File: src/hw/rtl/bptc_fifo.sv
module bptc_fifo #(
	parameter int DEPTH = 4,
	parameter int WIDTH = 8
) (
	input  logic             clk,
	input  logic             arst_n,
	input  logic             push,
	input  logic [WIDTH-1:0] wdata,
	input  logic             pop,
	output logic [WIDTH-1:0] rdata,
	output logic             empty
);

	localparam int PTR_W = $clog2(DEPTH);
	localparam int CNT_W = $clog2(DEPTH + 1);

	logic [WIDTH-1:0] mem_q [DEPTH];
	logic [PTR_W-1:0] wr_ptr_q;
	logic [PTR_W-1:0] rd_ptr_q;
	logic [CNT_W-1:0] cnt_q;
	logic             do_pop;

	assign empty  = (cnt_q == '0);
	assign do_pop = pop && !empty;
	assign rdata  = mem_q[rd_ptr_q];

	always_ff @(posedge clk) begin
		if (push) begin
			mem_q[wr_ptr_q] <= wdata;
		end
	end

	always_ff @(posedge clk or negedge arst_n) begin
		if (!arst_n) begin
			wr_ptr_q <= '0;
			rd_ptr_q <= '0;
			cnt_q    <= '0;
		end else begin
			if (push) begin
				wr_ptr_q <= (wr_ptr_q == PTR_W'(DEPTH - 1)) ? '0 : wr_ptr_q + 1'b1;
			end
			if (do_pop) begin
				rd_ptr_q <= (rd_ptr_q == PTR_W'(DEPTH - 1)) ? '0 : rd_ptr_q + 1'b1;
			end
			if (push && !do_pop) begin
				cnt_q <= cnt_q + 1'b1;
			end else if (do_pop && !push) begin
				cnt_q <= cnt_q - 1'b1;
			end
		end
	end

endmodule

File: config.mk
export PLATFORM = sky130hd
export DESIGN_NAME = bptc_fifo
export DESIGN_NICKNAME = d
export VERILOG_FILES = /design/src/hw/rtl/bptc_fifo.sv
export SDC_FILE = /design/constraint.sdc
export NUM_CORES = 1
export LEC_CHECK = 0
export ABC_CLOCK_PERIOD_IN_PS = 2160
export BUFFER_PORTS_ARGS = -buffer_cell sky130_fd_sc_hd__buf_2
export CAP_MARGIN = 20
export CORE_MARGIN = 2
export CORE_UTILIZATION = 55
export DETAILED_ROUTE_END_ITERATION = 6
export GPL_TIMING_DRIVEN = 0
export PLACE_DENSITY = 0.77
export SLEW_MARGIN = 0
export SYNTH_ARGS = -nofsm -noshare
export SYNTH_HDL_FRONTEND = slang
export SYNTH_SLANG_ARGS = --single-unit
File: constraint.sdc
create_clock -name clk -period 2.16 [get_ports clk]
set_input_delay 0.108 -clock clk [delete_from_list [all_inputs] [get_ports clk]]
set_output_delay 0.108 -clock clk [all_outputs]
set_load 0.01 [all_outputs]
==> flow_metrics.py <==
metrics = {
    "placement": {
        "port_buffers": 20,
        "finalWeightedCongestion": 0.634,
        "placed_area_um2": 1720,
        "dpl.hpwl_um": 1610,
        "post-place-ws_ns": 0.120,
    },
    "min_path": {
        "hold_depth": 2,
        "min_from": "push",
        "whs_endpoint": "wr_ptr_q[0]",
        "hold_path.class": "input port to flop",
    },
    "setup_path": {
        "r2r_slack_ns": 0.14,
        "r2r_cells": 7,
        "cp-end-kind": "flop",
        "cp_max_fo": 4,
        "critPathKind": "flop to flop",
        "r2r_start": "cnt_q[1]",
        "required_ns": 2.41,
        "r2r_end": "cnt_q[2]",
        "startpoint_type": "flop",
        "arrival_ns": 2.28,
    },
    "grt": {
        "grt_antenna_before_repair": 0,
        "track_usage": 0.164,
        "grt_pass1_wl_um": 3870,
        "overflow": 0,
        "grt_max_degree": 13,
        "grt_pass1_vias": 852,
    },
    "cells_and_area": {
        "layout_commonest_cell": "edfxtp_1",
        "mostFrequentLayoutCells": "edfxtp_1, buf_2, dlygate4sd3_1",
        "layout-drive-gt1-share": 0.371,
        "postLayoutCellArea_um2": 1900,
        "area_delta_synth_final_pct": 20.4,
        "diodes": 0,
        "nNetsFinal": 134,
    },
    "power_and_ir_drop": {
        "switching_share": 0.291,
        "clkPwrFrac": 0.212,
        "p_switching_mw": 0.680,
        "p_per_area_nw_per_um2": 1230,
        "max-vdd-ir-drop_uv": 957,
        "p_leak_nw": 0.732,
        "p_int_mw": 1.66,
        "combPwrFrac": 0.322,
        "p_seq_frac": 0.466,
    },
    "synth": {
        "yosysTopAreaCellShare": 0.608,
        "synth_warnings": 0,
        "synth_fp_nets": 97,
        "synth.area.top_cells": "edfxtp_1, mux4_2, dfrtp_1, ha_1, and2_1",
        "ys_ff_latch": 39,
        "netlist_area_um2": 1580,
        "netlist_instances": 78,
        "synth_area_per_cell_um2": 20.3,
        "ys_seq_area_frac": 0.718,
        "yosysTopAreaCell": "edfxtp_1",
        "ys_types": 19,
    },
    "clock_network": {
        "cts_tree": "yes",
        "clock_path_buffers": 2,
        "clk_latency_ns": 0.33,
        "htree_levels": 2,
        "clkTransAtPathRegs_ns": 0.11,
        "cts_sinks": 39,
        "cts-buffers-inserted": 5,
        "clockRootBuffer": "clkbuf_4",
        "postCtsResizedCells": 0,
    },
    "sta": {
        "worst_slack_ns": 0.136,
        "max_freq_ghz": 0.494,
        "slew_viol_final": 0,
        "hold-worst-slack_ns": 0.0579,
        "post-route-period-util": 0.937,
        "hold_violations": 0,
        "rsz0062_at_grt": "false",
        "finalCriticalPeriod_ns": 2.02,
        "worstMarginPinSlew_ns": 0.431,
        "setup_viol": 0,
        "clock_skew_ns": 0.0122,
        "relSlewSlack": 0.712,
        "setup_tns_ns": 0,
    },
    "floorplanning": {
        "die_width_um": 57.6,
        "start_util": 0.578,
        "die_area_um2": 3320,
        "num_rows": 19,
        "ioPinCount": 21,
        "core_um2": 2730,
        "die_h_um": 57.6,
    },
    "drt": {
        "vias": 779,
        "via_per_inst": 5.30,
        "highest-signal-layer": "met4",
        "wire_per_inst_um": 16.0,
        "drc_errors": 0,
        "dr_wl_met3_um": 108,
        "wl_met2_um": 1180,
        "drt_first_pass_iters": 4,
        "m1WireLength_um": 1020,
        "ant_nets": 0,
        "dr.first_iter.drc_count": 16,
        "drt_wl_total_um": 2350,
    },
    "run_status": {
        "status": "finished, final reports clean",
    },
    "flow_run": {
        "drv_cap": 0,
    },
}
[critical path, cell delays in order (launching register included)]
cell and delay (ns):
dfrtp_1 0.46, o31ai_4 0.35, ha_1 0.25, inv_1 0.06, fa_1 0.37, xor2_1 0.15
nor2_1 0.13, xor2_1 0.18
[through the flow]
stage                     power [mW]  utilization  std cells
after detailed placement        1.86        0.629        129
after CTS                       2.36        0.694        146
after global placement          1.82        0.629        129
after global routing            2.48        0.697        147
final                           2.34        0.697        147
after floorplan                 1.63            -         78
[registers in the layout (all words and copies together), names as in the netlist]
| register | count |
|---|---|
| wr_ptr_q | 2 |
| mem_q | 32 |
| cnt_q | 3 |
| rd_ptr_q | 2 |
[layer usage]
layer | up-vias | GRT usage
li1 | 377 | -
met1 | 381 | 0.205
met2 | 17 | 0.266
met3 | 4 | 0.0491
met4 | 0 | 0.0797
met5 | - | 0
[Yosys cell counts]
cell type / count
edfxtp_1: 32
mux4_2: 8
dfrtp_1: 7
ha_1: 6
and2_1: 4
inv_1: 3
nand2_1: 2
nor2_1: 2
nor3_1: 2
o21ai_0: 2
xor2_1: 2
a21o_2: 1
buf_6: 1
clkbuf_2: 1
fa_1: 1
mux2_2: 1
mux2_4: 1
o31ai_4: 1
xnor2_1: 1
[power by group through the flow]
| stage | logic, mW | clock network, mW | registers [mW] |
|---|---|---|---|
| after floorplan | 0.543 | 0 | 1.08 |
| after global placement | 0.726 | 0 | 1.09 |
| after detailed placement | 0.751 | 0 | 1.11 |
| after CTS | 0.764 | 0.505 | 1.09 |
| after global routing | 0.826 | 0.545 | 1.11 |
| final | 0.751 | 0.495 | 1.09 |
[what timing repair did]
| item | CTS | global route |
|---|---|---|
| hold endpoints to repair | 39 | 0 |
| hold buffers | 9 | 0 |
| setup buffers | 0 | 1 |
| endpoints found under the setup margin | 0 | 1 |
[worst max-delay path by stage]
stage                        start  endpoint  slack (ns)  cells past startpoint
after floorplan           cnt_q[1]  cnt_q[2]        0.33                      7
after global placement    cnt_q[1]  cnt_q[2]        0.26                      7
after detailed placement  cnt_q[1]  cnt_q[2]        0.12                      7
after CTS                 cnt_q[0]  cnt_q[2]        0.09                      7
after global routing      cnt_q[1]  cnt_q[2]        0.04                      7
final                     cnt_q[1]  cnt_q[2]        0.14                      7
[layout make-up]
type | count | area [um2]
buffer | 2 | 16.3
clock buffer | 6 | 51.3
clock inverter | 2 | 35.0
fill | 177 | 830
inverter | 3 | 11.3
multi-input combinational | 34 | 418
sequential | 39 | 1140
tap | 31 | 38.8
timing repair buffer | 30 | 198
[cell families (layout without fill, tap and decap cells)]
family / count (synthesis) / in the layout / synth area share
adders and majority gates: 7 / 7 / 0.0601
DFF: 39 / 39 / 0.718
and+or+nand+nor: 10 / 10 / 0.0316
xor gates and xnor gates: 3 / 3 / 0.0166
buffers and inverters: 5 / 43 / 0.0174
AOI/OAI and AO/OA: 4 / 4 / 0.0253
muxes: 10 / 10 / 0.131
No activity file was read; power rests on OpenSTA's default activity.
