==> src/hw/rtl/bptc_pkg.sv <==
package bptc_pkg;

	localparam int unsigned RAW_W     = 24;
	localparam int unsigned COEFF_W   = 16;
	localparam int unsigned TEMP_W    = 19;
	localparam int unsigned PRES_W    = 32;
	localparam int unsigned DT_W      = 25;
	localparam int unsigned REG_IDX_W = 3;
	localparam int unsigned OFF_W     = 42;
	localparam int unsigned SENS_W    = 40;

	typedef logic [REG_IDX_W-1:0] reg_idx_t;
	typedef logic [COEFF_W-1:0]   coeff_t;
	typedef logic [RAW_W-1:0]     raw_t;

	localparam reg_idx_t REG_SENS          = reg_idx_t'(0);
	localparam reg_idx_t REG_OFFSET        = reg_idx_t'(1);
	localparam reg_idx_t REG_SENS_TEMP     = reg_idx_t'(2);
	localparam reg_idx_t REG_OFFSET_TEMP   = reg_idx_t'(3);
	localparam reg_idx_t REG_REF_TEMP      = reg_idx_t'(4);
	localparam reg_idx_t REG_TEMP_SENS     = reg_idx_t'(5);

	localparam logic signed [TEMP_W-1:0] TEMP_REF      = TEMP_W'(2000);
	localparam logic signed [TEMP_W-1:0] TEMP_COLD     = TEMP_W'(-1500);

	localparam logic signed [OFF_W-1:0]  K_OFF2_LOW    = OFF_W'(61);
	localparam logic signed [OFF_W-1:0]  K_OFF2_VLOW   = OFF_W'(15);
	localparam logic signed [SENS_W-1:0] K_SENS2_LOW   = SENS_W'(2);
	localparam logic signed [SENS_W-1:0] K_SENS2_VLOW  = SENS_W'(8);

	typedef struct packed {
		coeff_t c1;
		coeff_t c2;
		coeff_t c3;
		coeff_t c4;
	} back_coeffs_t;

	typedef struct packed {
		raw_t                     d1;
		logic signed [DT_W-1:0]   dt;
		logic signed [TEMP_W-1:0] temp1;
		logic                     is_low;
		logic                     is_very_low;
	} mid_entry_t;

	typedef struct packed {
		logic signed [TEMP_W-1:0] temp;
		logic signed [PRES_W-1:0] pres;
	} out_entry_t;

endpackage

==> src/hw/rtl/bptc_front.sv <==
module bptc_front #(
	parameter int MID_DEPTH = 4
) (
	input  logic                  clk,
	input  logic                  arst_n,
	input  logic                  push,
	output logic                  full,
	input  bptc_pkg::raw_t        raw_pressure,
	input  bptc_pkg::raw_t        raw_temperature,
	input  bptc_pkg::coeff_t      ref_temp_coeff,
	input  bptc_pkg::coeff_t      temp_sens_coeff,
	input  logic                  mid_pop,
	output logic                  mid_push,
	output bptc_pkg::mid_entry_t  mid_data
);

	localparam int CNT_W  = $clog2(MID_DEPTH + 1);
	localparam int PROD_W = bptc_pkg::DT_W + bptc_pkg::COEFF_W + 1;
	localparam int TW     = bptc_pkg::TEMP_W;

	logic [CNT_W-1:0]                    credit_q;
	logic                                accept;
	logic signed [bptc_pkg::DT_W-1:0]    dt_c;
	logic                                vld_s1;
	logic                                vld_s2;
	bptc_pkg::raw_t                      d1_s1;
	bptc_pkg::raw_t                      d1_s2;
	logic signed [bptc_pkg::DT_W-1:0]    dt_s1;
	logic signed [bptc_pkg::DT_W-1:0]    dt_s2;
	logic signed [PROD_W-1:0]            prod_c;
	logic signed [PROD_W-1:0]            prod_s2;
	logic signed [TW-1:0]                temp1_c;

	assign full   = (credit_q == CNT_W'(MID_DEPTH));
	assign accept = push && !full;

	// credit covers the pipeline plus the queue entries
	always_ff @(posedge clk or negedge arst_n) begin
		if (!arst_n) begin
			credit_q <= '0;
		end else if (accept && !mid_pop) begin
			credit_q <= credit_q + 1'b1;
		end else if (mid_pop && !accept) begin
			credit_q <= credit_q - 1'b1;
		end
	end

	assign dt_c = $signed({1'b0, raw_temperature}) - $signed({1'b0, ref_temp_coeff, 8'h00});
	assign prod_c = dt_s1 * $signed({1'b0, temp_sens_coeff});
	assign temp1_c = bptc_pkg::TEMP_REF + $signed(prod_s2[PROD_W-1:23]);

	always_ff @(posedge clk or negedge arst_n) begin
		if (!arst_n) begin
			vld_s1 <= 1'b0;
			vld_s2 <= 1'b0;
		end else begin
			vld_s1 <= accept;
			vld_s2 <= vld_s1;
		end
	end

	always_ff @(posedge clk) begin
		d1_s1   <= raw_pressure;
		dt_s1   <= dt_c;
		d1_s2   <= d1_s1;
		dt_s2   <= dt_s1;
		prod_s2 <= prod_c;
	end

	always_comb begin
		mid_push             = vld_s2;
		mid_data.d1          = d1_s2;
		mid_data.dt          = dt_s2;
		mid_data.temp1       = temp1_c;
		mid_data.is_low      = (temp1_c < bptc_pkg::TEMP_REF);
		mid_data.is_very_low = (temp1_c < bptc_pkg::TEMP_COLD);
	end

endmodule

==> config.mk <==
export PLATFORM = sky130hd
export DESIGN_NAME = bptc_front
export DESIGN_NICKNAME = d
export VERILOG_FILES = /design/src/hw/rtl/bptc_pkg.sv /design/src/hw/rtl/bptc_front.sv
export SDC_FILE = /design/constraint.sdc
export NUM_CORES = 1
export LEC_CHECK = 0
export BUFFER_PORTS_ARGS = -buffer_cell sky130_fd_sc_hd__buf_4
export CORE_MARGIN = 4
export CORE_UTILIZATION = 60
export CTS_CLUSTER_SIZE = 25
export DETAILED_ROUTE_END_ITERATION = 10
export PLACE_DENSITY = 0.84
export SYNTH_ARGS = -nofsm -noshare
export SYNTH_HDL_FRONTEND = slang
export SYNTH_SLANG_ARGS = --single-unit
==> constraint.sdc <==
create_clock -name clk -period 14.07 [get_ports clk]
set_input_delay 4.221 -clock clk [delete_from_list [all_inputs] [get_ports clk]]
set_output_delay 4.221 -clock clk [all_outputs]
set_load 0.01 [all_outputs]
==> results of run 1 <==
-- worst min path at each step --
stage	from	to	slack [ns]	cells past startpoint
floorplan	d1_s1[0]	d1_s2[0]	0.31	0
global placement	d1_s1[0]	d1_s2[0]	0.31	0
detailed placement	d1_s1[6]	d1_s2[6]	0.31	0
CTS	d1_s1[10]	d1_s2[10]	0.32	0
global route	d1_s1[15]	d1_s2[15]	0.33	0
finish	d1_s1[22]	d1_s2[22]	0.32	0
-- logic make-up after synthesis --
logic type	Yosys count	share of synthesized area (%)
AOI/OAI and AO/OA	81	3.01
xor gates and xnor gates	51	2.58
adders and majority gates	510	53.8
buffers and inverters	558	12.2
DFF	122	14.3
muxes	1	0.0651
and+or+nand+nor	502	14.1
-- synth_stat cells (6+ instances only) --
cell type | n | area [um2]
a21o_1 | 6 | 45.0
a21oi_1 | 27 | 135
and2_1 | 155 | 970
and3_1 | 7 | 43.8
clkbuf_1 | 58 | 218
dfxtp_1 | 117 | 2340
fa_1 | 391 | 7830
ha_1 | 119 | 1490
inv_1 | 496 | 1860
nand2_1 | 262 | 983
nand3_1 | 9 | 45.0
nor2_1 | 28 | 105
nor2b_1 | 10 | 62.6
nor3_1 | 7 | 35.0
o21ai_0 | 16 | 80.1
xnor2_1 | 39 | 342
xor2_1 | 12 | 105
-- area by class of cell --
type,count,area [um2],share of cell area [%]
Clock inverter,13,130,0.674
Antenna cell,1,2.50,0.0130
Multi-Input combinational cell,1145,12700,65.9
Timing Repair Buffer,160,1200,6.22
Clock buffer,19,443,2.29
Inverter,496,1860,9.64
Tap cell,378,473,2.45
Sequential cell,122,2470,12.8
-- per-stage QoR --
| stage | instance area (um2) | hold WS (ns) |
|---|---|---|
| after floorplan | 17300 | 0.310 |
| after global placement | 18700 | 0.310 |
| after CTS | 19300 | 0.323 |
| after detailed placement | 18700 | 0.312 |
| final | 19300 | 0.321 |
| after global routing | 19300 | 0.327 |
-- per-layer routing --
layer | vias up | GRT usage [%] | wire (um)
met5 | - | 0 | 0
met3 | 154 | 5.11 | 3580
met4 | 0 | 11.8 | 1760
met2 | 609 | 49.3 | 21400
li1 | 5468 | - | -
met1 | 6261 | 33.1 | 14100
-- worst max-delay path: stages --
cell and delay (ns):
buf_4 0.33, nand2_1 0.15, fa_1 0.55, fa_1 0.47, fa_1 0.57, inv_1 0.06
fa_1 0.52, fa_1 0.50, inv_1 0.05, fa_1 0.47, inv_1 0.04, ha_1 0.29
nand4_1 0.17, nor4_1 0.42, o41ai_1 0.20, nand4_1 0.23, nand3_1 0.22, a31oi_2 0.29
a211oi_1 0.15, o31ai_1 0.37, a21oi_1 0.15, xnor2_1 0.14
-- sequential cells by signal (all words and copies together), names as in the netlist --
signal / count
credit_q: 3
vld_s1: 1
d1_s2: 24
dt_s2: 25
dt_s1: 25
mid_push: 1
prod_s2: 19
d1_s1: 24
-- layout by cell type (no fill, tap or decap), types with 2 or more instances in the layout --
master,n
nand2b_1,2
clkbuf_16,17
inv_1,496
a31oi_1,5
nand2_1,262
dfxtp_1,117
and3_1,7
a21boi_0,5
inv_6,7
buf_4,160
ha_1,119
xnor2_1,39
clkinvlp_4,4
fa_1,391
or2_2,2
nand3_1,9
nor4_1,2
xor2_1,12
nor2_1,28
o31ai_1,2
nand4_1,4
a21o_1,6
o21ai_1,2
and2_1,155
nor3_1,7
o41ai_1,3
dfrtp_1,5
nor2b_1,10
a211oi_1,3
nor3b_1,2
or3_1,3
a21oi_1,27
o2111ai_1,2
o21ai_0,16
==> impl_metrics.json, run 1 <==
{
  "maxCapViolations": 0,
  "synthFlopType": "dfxtp_1",
  "clk_pin_slew_ns": 0.06,
  "cts.repair.resized": 0,
  "hold_class": "reg2reg",
  "chipHeight_um": 178,
  "routed_via_density": 5.35,
  "vias": 12492,
  "grt_pass1_wl_um": 68800,
  "initial_core_util_pct": 61.6,
  "ant_nets": 0,
  "pre_cts_ws_ns": 3.44,
  "drt_iter0_markers": 703,
  "rsz0062_at_grt": "false",
  "fin_nets": 2536,
  "crit_type": "in2reg",
  "reg2reg_depth": 23,
  "setup_violations": 0,
  "cp.arrival_ns": 10.58,
  "area_delta_synth_final_pct": 11.6,
  "gp_congestion": 0.896,
  "num_rows": 61,
  "firstDrtPassIters": 5,
  "slew_headroom_pct": 38.9,
  "cts-buffers-inserted": 17,
  "tns_ns": 0,
  "syn_inst": 1825,
  "yosysWarnings": 0,
  "finalMaxSlewViolations": 0,
  "postCtsHoldBufs": 0,
  "grt.total_usage_pct": 27.7,
  "status": "finished, final reports clean",
  "antenna_found_initial": 0,
  "cts_tree": "done",
  "place_hpwl_um": 31700,
  "rrSetupSlack_ns": 7.05,
  "grt_max_degree": 26,
  "drive_gt1_share_pct": 10.5,
  "avgSynthCellArea_um2": 9.48,
  "r2r-end": "prod_s2[41]",
  "fin_skew_ns": 0.0137,
  "wirelength_um": 40800,
  "synth_seq_area_share_pct": 14.3,
  "grt_pass1_vias": 14157,
  "finish.utilization_pct": 68.7,
  "synth_edf_count": 0,
  "hold_violations": 0,
  "post-route-period-util_pct": 73.0,
  "pin_count": 156,
  "stdcell_count": 2334,
  "tightest_slew_ns": 0.915,
  "fillCellCount": 2124,
  "clockBufferDepth": 2,
  "async_reset_ff_share_pct": 4.10,
  "endpoint": "prod_s2[41]",
  "startpoint": "temp_sens_coeff[2]",
  "crit_required_ns": 14.37,
  "max_freq_mhz": 97.3,
  "syn_nets": 2419,
  "cp-start-kind": "input pin",
  "dieArea_um2": 31600,
  "synth-seq-cells": 122,
  "crit_path_end_kind": "register",
  "chipWidth_um": 178,
  "grt-ovfl-total": 0,
  "core_area_um2": 28100,
  "drcViolationCount": 0,
  "post_cts_buffers": 0,
  "critical_path.max_fanout": 25,
  "synth_cell_types": 52,
  "clock_latency_ns": 0.42,
  "r2r-start": "dt_s1[7]",
  "setup_ws_ns": 3.79,
  "cts.sinks": 122,
  "wl_per_cell_um": 17.5,
  "htreeDepth": 4,
  "dp_cells": 2301,
  "synthesis.area_um2": 17300,
  "root_buffer": "clkbuf_16",
  "port_buffers": 155,
  "min_period_ns": 10.28
}
Power of run 1 is left out: the tool's default activity adds up to more than one toggle a clock period on the data nets, which glitch-free logic cannot reach.
==> run 2, diff against run 1 <==
Clock period 14.07 ns to 10.1 ns, I/O delays scaled along.
==> run 2 against run 1 <==
Register-to-register slack got worse by 3.8 ns; wire length increased by 0.45%; non-clock buffer count unchanged; die area unchanged; cell area about the same; sequential share of layout area about the same; worst setup slack got worse by 2.7 ns; core utilization about the same; clock skew increased by 0.0027 ns; count of clock-buffer cells in the layout decreased by 1; via count increased by 0.30%; critical path depth unchanged.
==> impl_metrics.json, run 2 (synthesis gave the netlist of run 1 again) <==
{
  "status": "finished, final reports clean",
  "firstDrtPassIters": 5,
  "grt.total_usage_pct": 28.0,
  "grt_max_degree": 26,
  "ant_nets": 0,
  "holdPathStages": 0,
  "setup_violations": 0,
  "gp_congestion": 0.896,
  "drive_gt1_share_pct": 10.5,
  "crit_required_ns": 10.40,
  "finalInstanceArea_um2": 19300,
  "rrSetupSlack_ns": 3.20,
  "chipHeight_um": 178,
  "clk_pin_slew_ns": 0.06,
  "wirelength_um": 41000,
  "cts_tree": "done",
  "cp.depth": 22,
  "root_buffer": "clkbuf_16",
  "fillCellCount": 2127,
  "post-route-period-util_pct": 88.7,
  "cts.sinks": 122,
  "cp_top_family": "adder cells",
  "tns_ns": 0,
  "crit_chain": "buf_4 -> nand2_1 -> fa_1 -> inv_1 -> fa_1 -> fa_1 -> fa_1 -> fa_1 -> inv_1 -> fa_1 -> inv_1 -> ha_1 -> nand4_1 -> nor4_1 -> o41ai_1 -> nand4_1 -> nand3_1 -> a31oi_2 -> a211oi_1 -> o31ai_1 -> a21oi_1 -> xnor2_1",
  "htreeDepth": 4,
  "path_buf_inv": 4,
  "hold_violations": 0,
  "mostFrequentLayoutCells": "inv_1, fa_1, nand2_1, buf_4, and2_1",
  "min_from": "d1_s1[14]",
  "initial_core_util_pct": 61.6,
  "chipWidth_um": 178,
  "drcViolationCount": 0,
  "cp.arrival_ns": 9.26,
  "tightest_slew_ns": 0.928,
  "crit_type": "in2reg",
  "cts-buffers-inserted": 17,
  "routed_via_density": 5.37,
  "grt_pass1_wl_um": 69100,
  "min_period_ns": 8.96,
  "r2r-end": "prod_s2[41]",
  "postPlaceCellArea_um2": 18700,
  "holdPathEnd": "d1_s2[14]",
  "max_freq_mhz": 112,
  "crit_path_max_incr_delay_ns": 0.58,
  "area_delta_synth_final_pct": 11.6,
  "rsz0062_at_grt": "false",
  "top_regs": "dt_s1 (25), dt_s2 (25)",
  "hold_class": "reg2reg",
  "critical_path.max_fanout": 25,
  "clock_latency_ns": 0.43,
  "clockBufferDepth": 2,
  "final_common_cell": "inv_1",
  "fin_skew_ns": 0.0164,
  "vias": 12529,
  "port_buffers": 155,
  "place_hpwl_um": 31300,
  "dieArea_um2": 31600,
  "post_cts_buffers": 0,
  "reg2reg_depth": 21,
  "pin_count": 156,
  "grt-ovfl-total": 0,
  "drt_iter0_markers": 873,
  "cts.repair.resized": 0,
  "diodes": 0,
  "r2r-start": "dt_s1[10]",
  "num_rows": 61,
  "crit_path_end_kind": "register",
  "antenna_found_initial": 0,
  "grt_pass1_vias": 14259,
  "fin_nets": 2536,
  "slew_headroom_pct": 38.1,
  "maxCapViolations": 0,
  "cp-start-kind": "input pin",
  "wl_per_cell_um": 17.6,
  "crit_slowest_cell": "fa_1",
  "postCtsHoldBufs": 0,
  "crit_top_cell": "fa_1",
  "core_area_um2": 28100,
  "finalMaxSlewViolations": 0
}
[run 2: cell count changes in the layout (fill, tap and decap cells not counted), sizes merged]
cell / before / now
clkbuf: 19 / 18
clkinv: 1 / 5
diode: 1 / 0
inv: 503 / 501
bufinv: 1 / 2
clkinvlp: 4 / 2
[run 2: worst max path at each step]
| stage | endpoint | start |
|---|---|---|
| 2_1_floorplan | prod_s2[41] | temp_sens_coeff[4] |
| 3_3_place_gp | prod_s2[41] | temp_sens_coeff[2] |
| 3_5_place_dp | prod_s2[41] | temp_sens_coeff[8] |
| 4_1_cts | prod_s2[41] | temp_sens_coeff[8] |
| 5_1_grt | prod_s2[41] | temp_sens_coeff[8] |
| 6_report | prod_s2[41] | temp_sens_coeff[8] |
[run 2: layout make-up]
cell class	instances	area, um2	share of cell area [%]
clock inverters	14	160	0.829
clock buffers	18	429	2.22
multi-input cells	1145	12700	65.9
repair buffers	160	1200	6.22
inverters	496	1860	9.64
well taps	378	473	2.45
flip-flops and latches	122	2470	12.8
[run 2: worst register-to-register path, delay by kind of cell, from the launching register on]
kind	cells	cell delay [ns]
AOI/OAI and AO/OA	5	1.13
and+or+nand+nor	5	1.19
xor gates and xnor gates	1	0.14
adders and majority gates	7	3.33
DFF	1	0.86
buffers and inverters	3	0.14
[run 2: metal layers]
layer	up-vias	global-route usage, %	part of all wire [%]
li1	5460	-	-
met3	159	5.92	8.7
met2	610	49.5	52
met5	-	0	0
met1	6300	33.0	35
met4	0	12.0	4.4
[run 2: through the flow]
stage                     std cells  hold slack (ns)  setup slack (ns)  util [%]
final                          2333            0.318              1.14      68.8
after floorplan                1825            0.310              1.45         -
after detailed placement       2301            0.312             0.757      66.7
after CTS                      2333            0.320              1.17      68.8
after global routing           2333            0.325             0.842      68.8
after global placement         2301            0.310              1.02      66.7
Power of run 2 is left out for the same reason.
